===== config.mk =====
export PLATFORM = sky130hd
export DESIGN_NAME = arpc_ctrl
export DESIGN_NICKNAME = d
export VERILOG_FILES = /design/src/arpc_pkg.sv /design/src/arpc_ctrl.sv
export SDC_FILE = /design/constraint.sdc
export NUM_CORES = 1
export LEC_CHECK = 0
export BUFFER_PORTS_ARGS = -buffer_cell sky130_fd_sc_hd__buf_2
export CORE_AREA = 8 8 45 47
export CTS_CLUSTER_DIAMETER = 100
export DETAILED_ROUTE_END_ITERATION = 8
export DIE_AREA = 0 0 53 55
export MAX_ROUTING_LAYER = met4
export PLACE_DENSITY = 0.57
export REMOVE_ABC_BUFFERS = 1
export SLEW_MARGIN = 15
export SYNTH_ARGS = -nofsm -noshare
export SYNTH_HDL_FRONTEND = slang
export SYNTH_SLANG_ARGS = --single-unit

===== constraint.sdc =====
create_clock -name clk -period 1.7 [get_ports clk]
set_clock_uncertainty 0.2 [all_clocks]
set_input_delay 0.425 -clock clk [delete_from_list [all_inputs] [get_ports clk]]
set_output_delay 0.425 -clock clk [all_outputs]
set_load 0.01 [all_outputs]

===== src/arpc_pkg.sv =====
// ----------------------------------------------------------------------------
// arpc_pkg: shared types and constants for the ARP cache resolver
// Slot state codes, result actions, request types, register indexes and the
// command/status bundles between controller and datapath.
// ----------------------------------------------------------------------------
package arpc_pkg;

  typedef enum logic [1:0] {
    SLOT_UNUSED   = 2'd0,
    SLOT_PEND_NOMAC = 2'd1,
    SLOT_PEND_MAC = 2'd2,
    SLOT_RESOLVED = 2'd3
  } slot_st_t;

  typedef enum logic [1:0] {
    ACT_FWD   = 2'd0,
    ACT_DROP  = 2'd1,
    ACT_REQ   = 2'd2,
    ACT_REPLY = 2'd3
  } action_t;

  localparam logic [1:0] REQ_SEND  = 2'd0;
  localparam logic [1:0] REQ_FRAME = 2'd1;
  localparam logic [1:0] REQ_TICK  = 2'd2;
  localparam logic [1:0] REQ_NONE  = 2'd3;

  localparam logic [1:0] CFG_LOCAL_IP      = 2'd0;
  localparam logic [1:0] CFG_PENDING_LIMIT = 2'd1;
  localparam logic [1:0] CFG_REFRESH_LIMIT = 2'd2;

  localparam logic [31:0] LOCAL_IP_RST      = 32'd0;
  localparam logic [15:0] PENDING_LIMIT_RST = 16'd5;
  localparam logic [15:0] REFRESH_LIMIT_RST = 16'd600;

  localparam logic [13:0] MIN_FRAME   = 14'd42;
  localparam logic [47:0] GOOD_HEADER = 48'h0001_0800_0604;
  localparam logic [15:0] OP_REQUEST  = 16'd1;
  localparam logic [15:0] OP_REPLY    = 16'd2;

  typedef enum logic [2:0] {
    S_IDLE,
    S_MATCH,
    S_READ,
    S_EXEC,
    S_SCAN_RD,
    S_SCAN_EX,
    S_FLUSH
  } state_t;

  typedef struct packed {
    action_t     action;
    logic [15:0] handle;
    logic [47:0] mac;
    logic [31:0] qip;
    logic [31:0] aip;
    logic [3:0]  port;
  } result_t;

  typedef struct packed {
    logic capture;   // take the input word
    logic match;     // register key match and free search
    logic rd_hit;    // read slot memories at the hit slot
    logic rd_scan;   // read slot memories at the scan slot
    logic exec;      // apply send/frame action
    logic scan_clr;  // restart the scan
    logic scan_ex;   // apply aging to the scan slot, advance
    logic flush;     // release the held tick result
  } cmd_t;

  typedef struct packed {
    logic       out_free;
    logic       scan_emit;
    logic       held_valid;
    logic       scan_last;
  } sts_t;

endpackage


===== src/arpc_ctrl.sv =====
// ----------------------------------------------------------------------------
// arpc_ctrl: sequencing state machine
// Steps a word through match, read and execute, or walks all slots on a tick.
// ----------------------------------------------------------------------------
module arpc_ctrl (
  input  logic              clk,
  input  logic              rst_n,
  input  logic              in_valid,
  input  logic [1:0]        in_req_type,
  output logic              in_stall,
  input  arpc_pkg::sts_t    sts,
  output arpc_pkg::cmd_t    cmd
);

  arpc_pkg::state_t state_r, state_nxt;
  logic scan_go;
  logic flush_go;

  assign scan_go  = !(sts.scan_emit && sts.held_valid && !sts.out_free);
  assign flush_go = !sts.held_valid || sts.out_free;

  always_ff @(posedge clk) begin
    if (!rst_n) begin
      state_r <= arpc_pkg::S_IDLE;
    end else begin
      state_r <= state_nxt;
    end
  end

  always_comb begin
    state_nxt = state_r;
    unique case (state_r)
      arpc_pkg::S_IDLE: begin
        if (in_valid) begin
          state_nxt = (in_req_type == arpc_pkg::REQ_TICK) ? arpc_pkg::S_SCAN_RD
                                                           : arpc_pkg::S_MATCH;
        end
      end
      arpc_pkg::S_MATCH:   state_nxt = arpc_pkg::S_READ;
      arpc_pkg::S_READ:    state_nxt = arpc_pkg::S_EXEC;
      arpc_pkg::S_EXEC: begin
        if (sts.out_free) state_nxt = arpc_pkg::S_IDLE;
      end
      arpc_pkg::S_SCAN_RD: state_nxt = arpc_pkg::S_SCAN_EX;
      arpc_pkg::S_SCAN_EX: begin
        if (scan_go) begin
          state_nxt = sts.scan_last ? arpc_pkg::S_FLUSH : arpc_pkg::S_SCAN_RD;
        end
      end
      arpc_pkg::S_FLUSH: begin
        if (flush_go) state_nxt = arpc_pkg::S_IDLE;
      end
      default: state_nxt = arpc_pkg::S_IDLE;
    endcase
  end

  always_comb begin
    cmd      = '0;
    in_stall = 1'b1;
    unique case (state_r)
      arpc_pkg::S_IDLE: begin
        in_stall     = 1'b0;
        cmd.capture  = in_valid;
        cmd.scan_clr = in_valid && (in_req_type == arpc_pkg::REQ_TICK);
      end
      arpc_pkg::S_MATCH:   cmd.match   = 1'b1;
      arpc_pkg::S_READ:    cmd.rd_hit  = 1'b1;
      arpc_pkg::S_EXEC:    cmd.exec    = sts.out_free;
      arpc_pkg::S_SCAN_RD: cmd.rd_scan = 1'b1;
      arpc_pkg::S_SCAN_EX: cmd.scan_ex = scan_go;
      arpc_pkg::S_FLUSH:   cmd.flush   = flush_go;
      default: cmd = '0;
    endcase
  end

`ifndef SYNTHESIS
  a_held_in_tick: assert property (@(posedge clk) disable iff (!rst_n)
    sts.held_valid |-> (state_r == arpc_pkg::S_SCAN_RD || state_r == arpc_pkg::S_SCAN_EX ||
                        state_r == arpc_pkg::S_FLUSH))
    else $error("held tick result outside a scan");
  a_tick_to_scan: assert property (@(posedge clk) disable iff (!rst_n)
    cmd.scan_clr |=> state_r == arpc_pkg::S_SCAN_RD)
    else $error("tick did not start a scan");
  a_idle_after_flush: assert property (@(posedge clk) disable iff (!rst_n)
    cmd.flush |=> state_r == arpc_pkg::S_IDLE)
    else $error("flush did not end the tick");
`endif

endmodule


== After elaboration in Yosys (flattened, before gate mapping) ==
Index checks and enable logic that the tools add are counted.

* Output and inout port bits: 9
* Flip-flop bits (word level): 3

* Reduce and logical (&&, ||, !) cells: 9
* Multiplexer cells: 16
* Equal/unequal tests: 11

{| class="wikitable"
|+ Operators by type and width
! cell !! count
|-
| 3-bit one-hot mux with 7 select lines || 1
|-
| 3-bit two-way mux || 5
|-
| 3-bit equality test (second input constant) || 3
|-
| 1-bit two-way mux || 9
|-
| 2-bit inequality test (second input constant) || 4
|-
| 3-bit by 2-bit equality test with 1-bit output (second input constant) || 2
|-
| 4-bit AND reduction || 1
|-
| 3-bit by 1-bit equality test with 1-bit output (second input constant) || 1
|-
| 1-bit logical AND || 3
|-
| 1-bit zero test || 3
|-
| 3-bit zero test || 1
|-
| 2-bit equality test (second input constant) || 1
|-
| 2-bit two-way mux || 1
|-
| 1-bit logical OR || 1
|}

== Depth between registers and ports, before layout ==
Gate-level depths: netlist of the first run.

* Depth in word-level cells: 4
* Depth in mapped cells: 5
* Gate-level depth less buffers: 4

== Worst setup path before layout of the first run ==
OpenSTA, ideal clock, no wires.

* Path kind: flip-flop to output port
* Start: register state_r[0]
* End: output port cmd[2] (netlist name)
* Path buffers: 1
* Slack: 164 ps
* Data required time: 1075 ps
* Arrival: 911 ps
* Cell stages (with the launch flop): 5
* Path through: dfxtp_1 > buf_6 > nor3_2 > nand2_1 > nor2_1

{| class="wikitable"
|+ RTL lines
! item !! RTL line !! source
|-
| start: declaration || arpc_ctrl.sv:15 || <nowiki>arpc_pkg::state_t state_r, state_nxt;</nowiki>
|-
| start signal: assignment || arpc_ctrl.sv:24 || <nowiki>state_r <= arpc_pkg::S_IDLE;</nowiki>
|-
| start signal: assignment || arpc_ctrl.sv:26 || <nowiki>state_r <= state_nxt;</nowiki>
|-
| end: declaration || arpc_ctrl.sv:12 || <nowiki>output arpc_pkg::cmd_t cmd</nowiki>
|}

==> results.cfg, run 1 <==
[status]
status = complete, but fails checks
violations = setup timing

[hold_path]
hold_class = primary input to flip-flop
whs_path_depth = 3
hold_path_end = state_r[2]
hold_start = rst_n

[setup_path]
cp-end-kind = primary output
rr_startpoint = state_r[1]
critPathArrivalTime_ps = 1080
rr_endpoint = state_r[1]
critPathKind = flip-flop to primary output
crit_chain = nor3_4 -> nand2_1 -> nor2_1 -> buf_2
r2r_cells = 7
reg2reg_setup_slack_ps = 30
crit_fanout = 5
cp_slowest_cell = dfxtp_4
cp-start-kind = flip-flop
cp_slowest_stage_delay_ps = 360
critPathRequiredTime_ps = 1070

[finish]
layout-drive-gt1-share_pct = 61.4
antenna_cells = 0
top_regs = state_r: 3 flops
design_area_sq_um = 543
nNetsFinal = 80
largest_register_ffs = 3
fillers = 155
fin_util_pct = 39.2
area_growth_pct = 81.6
layout.cells.non_filler = 86
largest-register = state_r

[pwr]
p_total_mw = 0.546
ir_drop_uv = 437
cellPowerDensity_mw_per_mm2 = 1010
p_leak_nw = 0.268

[yosys]
synth_area_sq_um = 299
synth_area_leader_cell = dfxtp_1
synth-edff-count = 0
async_flop_share_pct = 0
yosysUniqueCellTypes = 23
synth.avg_cell_area_sq_um = 7.12
netlist_instances = 42
synth-seq-cells = 3
yosysWarnings = 0
yosysSeqAreaShare_pct = 20.1
synth_area_leaders = dfxtp_1 (20%), buf_6 (7.5%), nor3_2 (6.7%), a21oi_1 (5.0%), o21ai_0 (5.0%)
ys.flop_type = dfxtp_1
synth_top_area_share_pct = 20.1

[placed_design]
pre_cts_ws_ps = 58.8
gp_congestion = 0.792
dp_cells = 75
place_hpwl_microns = 722
postPlaceCellArea_sq_um = 399
io_buffers = 17

[job]
maxCapViolCount = 0

[clock_network]
clockRootBuffer = clkbuf_4
clk_pin_slew_worst_paths_ps = 40
cts_sinks = 3
htreeDepth = 1
clockBufferDepth = 2
numCtsBuffers = 3
ctsHoldBuffers = 0
clkLatencyLatePin_ps = 230
cts_tree = built

[timing]
rsz0062_at_grt = true
hold_ws_ps = 264
finalSetupViolations = 1
fin_ws_ps = -3.29
finalCriticalPeriod_ps = 1700
slew_headroom_pct = 86.8
drv_slew = 0
tightestPinTransition_ps = 197
post-route-period-util_pct = 100
timing.fmax_ghz = 0.587
hold_viol_final = 0
tns_ps = -3.29

[global_routing]
grt_use_total_pct = 7.76
grt-ovfl-total = 0
grt_pass1_vias = 413
grt_pass1_wl_microns = 1640
grt_start_max_net_pins = 12
antenna_found_initial = 0

[detailed_routing]
vias = 412
drt_wl_total_microns = 1080
vias_per_cell = 4.79
ant_nets = 0
wl_per_cell_microns = 12.6
initialDrtViolationCount = 8
drc_errors = 0
dr.pass1.iters = 4

[die]
rows = 14
core-area_sq_mm = 0.00138
die_w_microns = 53
die_h_microns = 55
die-area_sq_mm = 0.00292
start_util_pct = 21.6
ioPinCount = 18
## kinds of logic (layout without fill, tap and decap cells)
group,count (synthesis),after routing,share of synthesized area (%)
AO/OA/AOI/OAI,14,14,30.5
AND/OR/NAND/NOR,16,16,30.5
flip-flops,3,3,20.1
multiplexers,1,1,3.35
buffers and inverters,8,36,15.5
## report_power, final
group	internal [mW]	switching, mW
clock network	0.0880	0.0378
logic	0.166	0.135
registers	0.0887	0.0310
## worst max-delay path: cells and delay by family, from the launching register on
kind,cells,cell delay (ps)
simple gates,3,360
buf+inv,1,130
flops,1,360
## worst max-delay path by stage
stage | end | cells after the start | slack (ps) | startpoint
after floorplan | cmd[0] | 2 | 110 | state_r[1]
after global placement | cmd[0] | 3 | 90 | state_r[0]
after detailed placement | cmd[0] | 3 | 60 | state_r[0]
after CTS | cmd[2] | 4 | -20 | state_r[1]
after global routing | cmd[2] | 4 | -90 | state_r[1]
final | cmd[2] | 4 | -3 | state_r[1]
## area by class of cell
type	instances	area [sq um]	area share, %
multi-input combinational	31	230	42.4
timing repair buffer	27	174	32.0
sequential	3	71.3	13.1
clock buffer	4	26.3	4.84
inverter	5	21.3	3.92
tap	16	20.0	3.69
## placed cells by master, fill, tap and decap left out, drive strengths merged
cell and n:
nand2 3, clkbuf 5, a211oi 1, inv 5
nand3 1, and3 1, buf 26, a21oi 3
o21a 1, o221ai 1, nand2b 2, o31ai 1
nor3 4, nor2 3, a21o 1, mux2i 1
o211a 1, nand3b 2, o21ai 3, dfxtp 3
a31oi 2
## routing by layer
| layer | vias up | part of all wire (%) | track usage, % |
|---|---|---|---|
| met2 | 9 | 58 | 13.9 |
| li1 | 207 | - | - |
| met1 | 194 | 35 | 6.67 |
| met5 | - | 0 | - |
| met3 | 2 | 4.4 | 2.94 |
| met4 | 0 | 1.8 | 5.17 |
## repair_timing
| item | 4_1_cts | 5_1_grt |
|---|---|---|
| setup buffers | 5 | 2 |
| gates resized for setup | 14 | 6 |
| setup endpoints to repair | 9 | 9 |
| pin swaps | 4 | 2 |
Note: power is estimated with default switching activity, not from simulation.
==> inputs of run 2 (changes only) <==
--- a/config.mk
+++ b/config.mk
@@ -6,12 +6,14 @@
 export NUM_CORES = 1
 export LEC_CHECK = 0
 export BUFFER_PORTS_ARGS = -buffer_cell sky130_fd_sc_hd__buf_2
-export CORE_AREA = 8 8 45 47
+export CELL_PAD_IN_SITES_DETAIL_PLACEMENT = 1
+export CELL_PAD_IN_SITES_GLOBAL_PLACEMENT = 2
+export CORE_MARGIN = 8
+export CORE_UTILIZATION = 19
 export CTS_CLUSTER_DIAMETER = 100
 export DETAILED_ROUTE_END_ITERATION = 8
-export DIE_AREA = 0 0 53 55
 export MAX_ROUTING_LAYER = met4
-export PLACE_DENSITY = 0.57
+export PLACE_DENSITY = 0.82
 export REMOVE_ABC_BUFFERS = 1
 export SLEW_MARGIN = 15
 export SYNTH_ARGS = -nofsm -noshare
==> run 2 against run 1 <==
  * Combinational power up 14%
  * Core utilization down 1.7 points
  * Routed wire length up 14%
  * Cell area up 3.0%
  * Worst setup slack worse by 90 ps
  * Global-route usage down 0.076 points
  * The flow still finishes with violations (setup timing)
  * Via count down 0.24%
  * Register-to-register slack better by 150 ps
==> results.cfg, run 2 (synthesis gave the netlist of run 1 again) <==
[status]
status = complete, but fails checks
violations = setup timing

[pwr]
p_total_mw = 0.593
p_clk_share_pct = 21.4
power_frac_seq_pct = 21.1
internal_power_mw = 0.368
cellPowerDensity_mw_per_mm2 = 1060
switching_share_pct = 37.9
switching_power_mw = 0.225
pwr-share-comb_pct = 57.5
ir_drop_uv = 415
p_leak_nw = 0.278

[clock_network]
cts_tree = built
clockBufferDepth = 2
clkLatencyLatePin_ps = 240
cts_sinks = 3
clockRootBuffer = clkbuf_4
htreeDepth = 1
numCtsBuffers = 3
clk_pin_slew_worst_paths_ps = 40

[timing]
tightestPinTransition_ps = 233
fin_ws_ps = -93.7
hold_ws_ps = 272
hold_viol_final = 0
finalCriticalPeriod_ps = 1790
timing.fmax_ghz = 0.557
slew_headroom_pct = 84.4
finalSetupViolations = 2
tns_ps = -127
post-route-period-util_pct = 106
drv_slew = 0
rsz0062_at_grt = true

[global_routing]
grt_use_total_pct = 7.69
grt-ovfl-total = 0
grt_util_met3_pct = 3.42
use_met1_pct = 8.12
grt_pass1_wl_microns = 1910
grt_start_max_net_pins = 8
antenna_found_initial = 0
top_usage_layer = met2
use_met2_pct = 11.4
grt_pass1_vias = 424

[die]
ioPinCount = 18
rows = 14
start_util_pct = 20.1
die-area_sq_mm = 0.00310
core-area_sq_mm = 0.00149
die_w_microns = 55.7
die_h_microns = 55.7

[finish]
nNetsFinal = 82
largest-register = state_r
area_growth_pct = 87.0
layout_commonest_cell = buf_2
layout_common_cells = buf_2 (16), buf_4 (9), buf_6 (4)
fillers = 193
design_area_sq_um = 559
layout-drive-gt1-share_pct = 61.1
layout.cells.non_filler = 88
antenna_cells = 0
largest_register_ffs = 3
top_regs = state_r: 3 flops
fin_util_pct = 37.6

[setup_path]
critPathArrivalTime_ps = 1170
critPathKind = flip-flop to primary output
critPathRequiredTime_ps = 1070
cp-end-kind = primary output
cp-start-kind = flip-flop
crit_fanout = 7

[detailed_routing]
ant_nets = 0
vias = 411
initialDrtViolationCount = 0
dr.pass1.iters = 1
drc_errors = 0
drt_wl_total_microns = 1230
vias_per_cell = 4.67
wl_per_cell_microns = 14.0

[placed_design]
place_hpwl_microns = 859
pre_cts_ws_ps = 50.4
gp_congestion = 0.807
dp_cells = 75
io_buffers = 17
postPlaceCellArea_sq_um = 399

[job]
maxCapViolCount = 0

[hold_path]
hold_class = primary input to flip-flop
==> run 2: cell types whose count changed in the layout (fill, tap and decap cells not counted) <==
cell / previous run / this run
nor3_1: 0 / 1
buf_2: 15 / 16
buf_6: 3 / 4
inv_2: 2 / 1
inv_4: 1 / 2
clkbuf_2: 1 / 0
buf_4: 8 / 9
nor3_2: 2 / 1
==> run 2: worst max-delay path, stage by stage, from the launching register on <==
cell     delay [ps]
dfxtp_4         370
nor3_4          200
buf_4           140
buf_6            90
inv_4            30
buf_6           110
==> run 2: worst paths after layout <==
check / depth (start not counted) / slack, ps / end / startpoint
worst max-delay path: 5 / -90 / in_stall / state_r[2]
worst min register to register: 3 / 460 / state_r[0] / state_r[2]
worst max register to register: 7 / 180 / state_r[0] / state_r[2]
worst min-delay path: 3 / 270 / state_r[1] / rst_n
==> run 2: power groups by stage <==
stage               clock network, mW  registers (mW)  logic (mW)
floorplan                           0           0.113       0.108
global placement                    0           0.111       0.195
detailed placement                  0           0.114       0.195
CTS                             0.135           0.120       0.280
global route                    0.143           0.128       0.369
finish                          0.127           0.125       0.341
==> run 2: cell type report <==
cell class | count | area, sq um | share of cell area, %
Sequential cell | 3 | 71.3 | 12.8
Timing Repair Buffer | 29 | 193 | 34.5
Inverter | 5 | 23.8 | 4.25
Tap cell | 16 | 20.0 | 3.58
Multi-Input combinational cell | 31 | 225 | 40.3
Clock buffer | 4 | 26.3 | 4.70
==> run 2: per-layer routing <==
layer	wire [microns]	up-vias	share of wire, %
met4	8	0	0.65
li1	-	209	-
met5	0	-	0
met3	87	2	7.1
met1	516	188	42
met2	618	12	50
==> run 2: timing repair <==
item	in CTS	in global routing
hold buffers	0	0
setup endpoints to repair	9	8
pin swaps	4	3
setup buffers	6	3
resized for setup	13	6
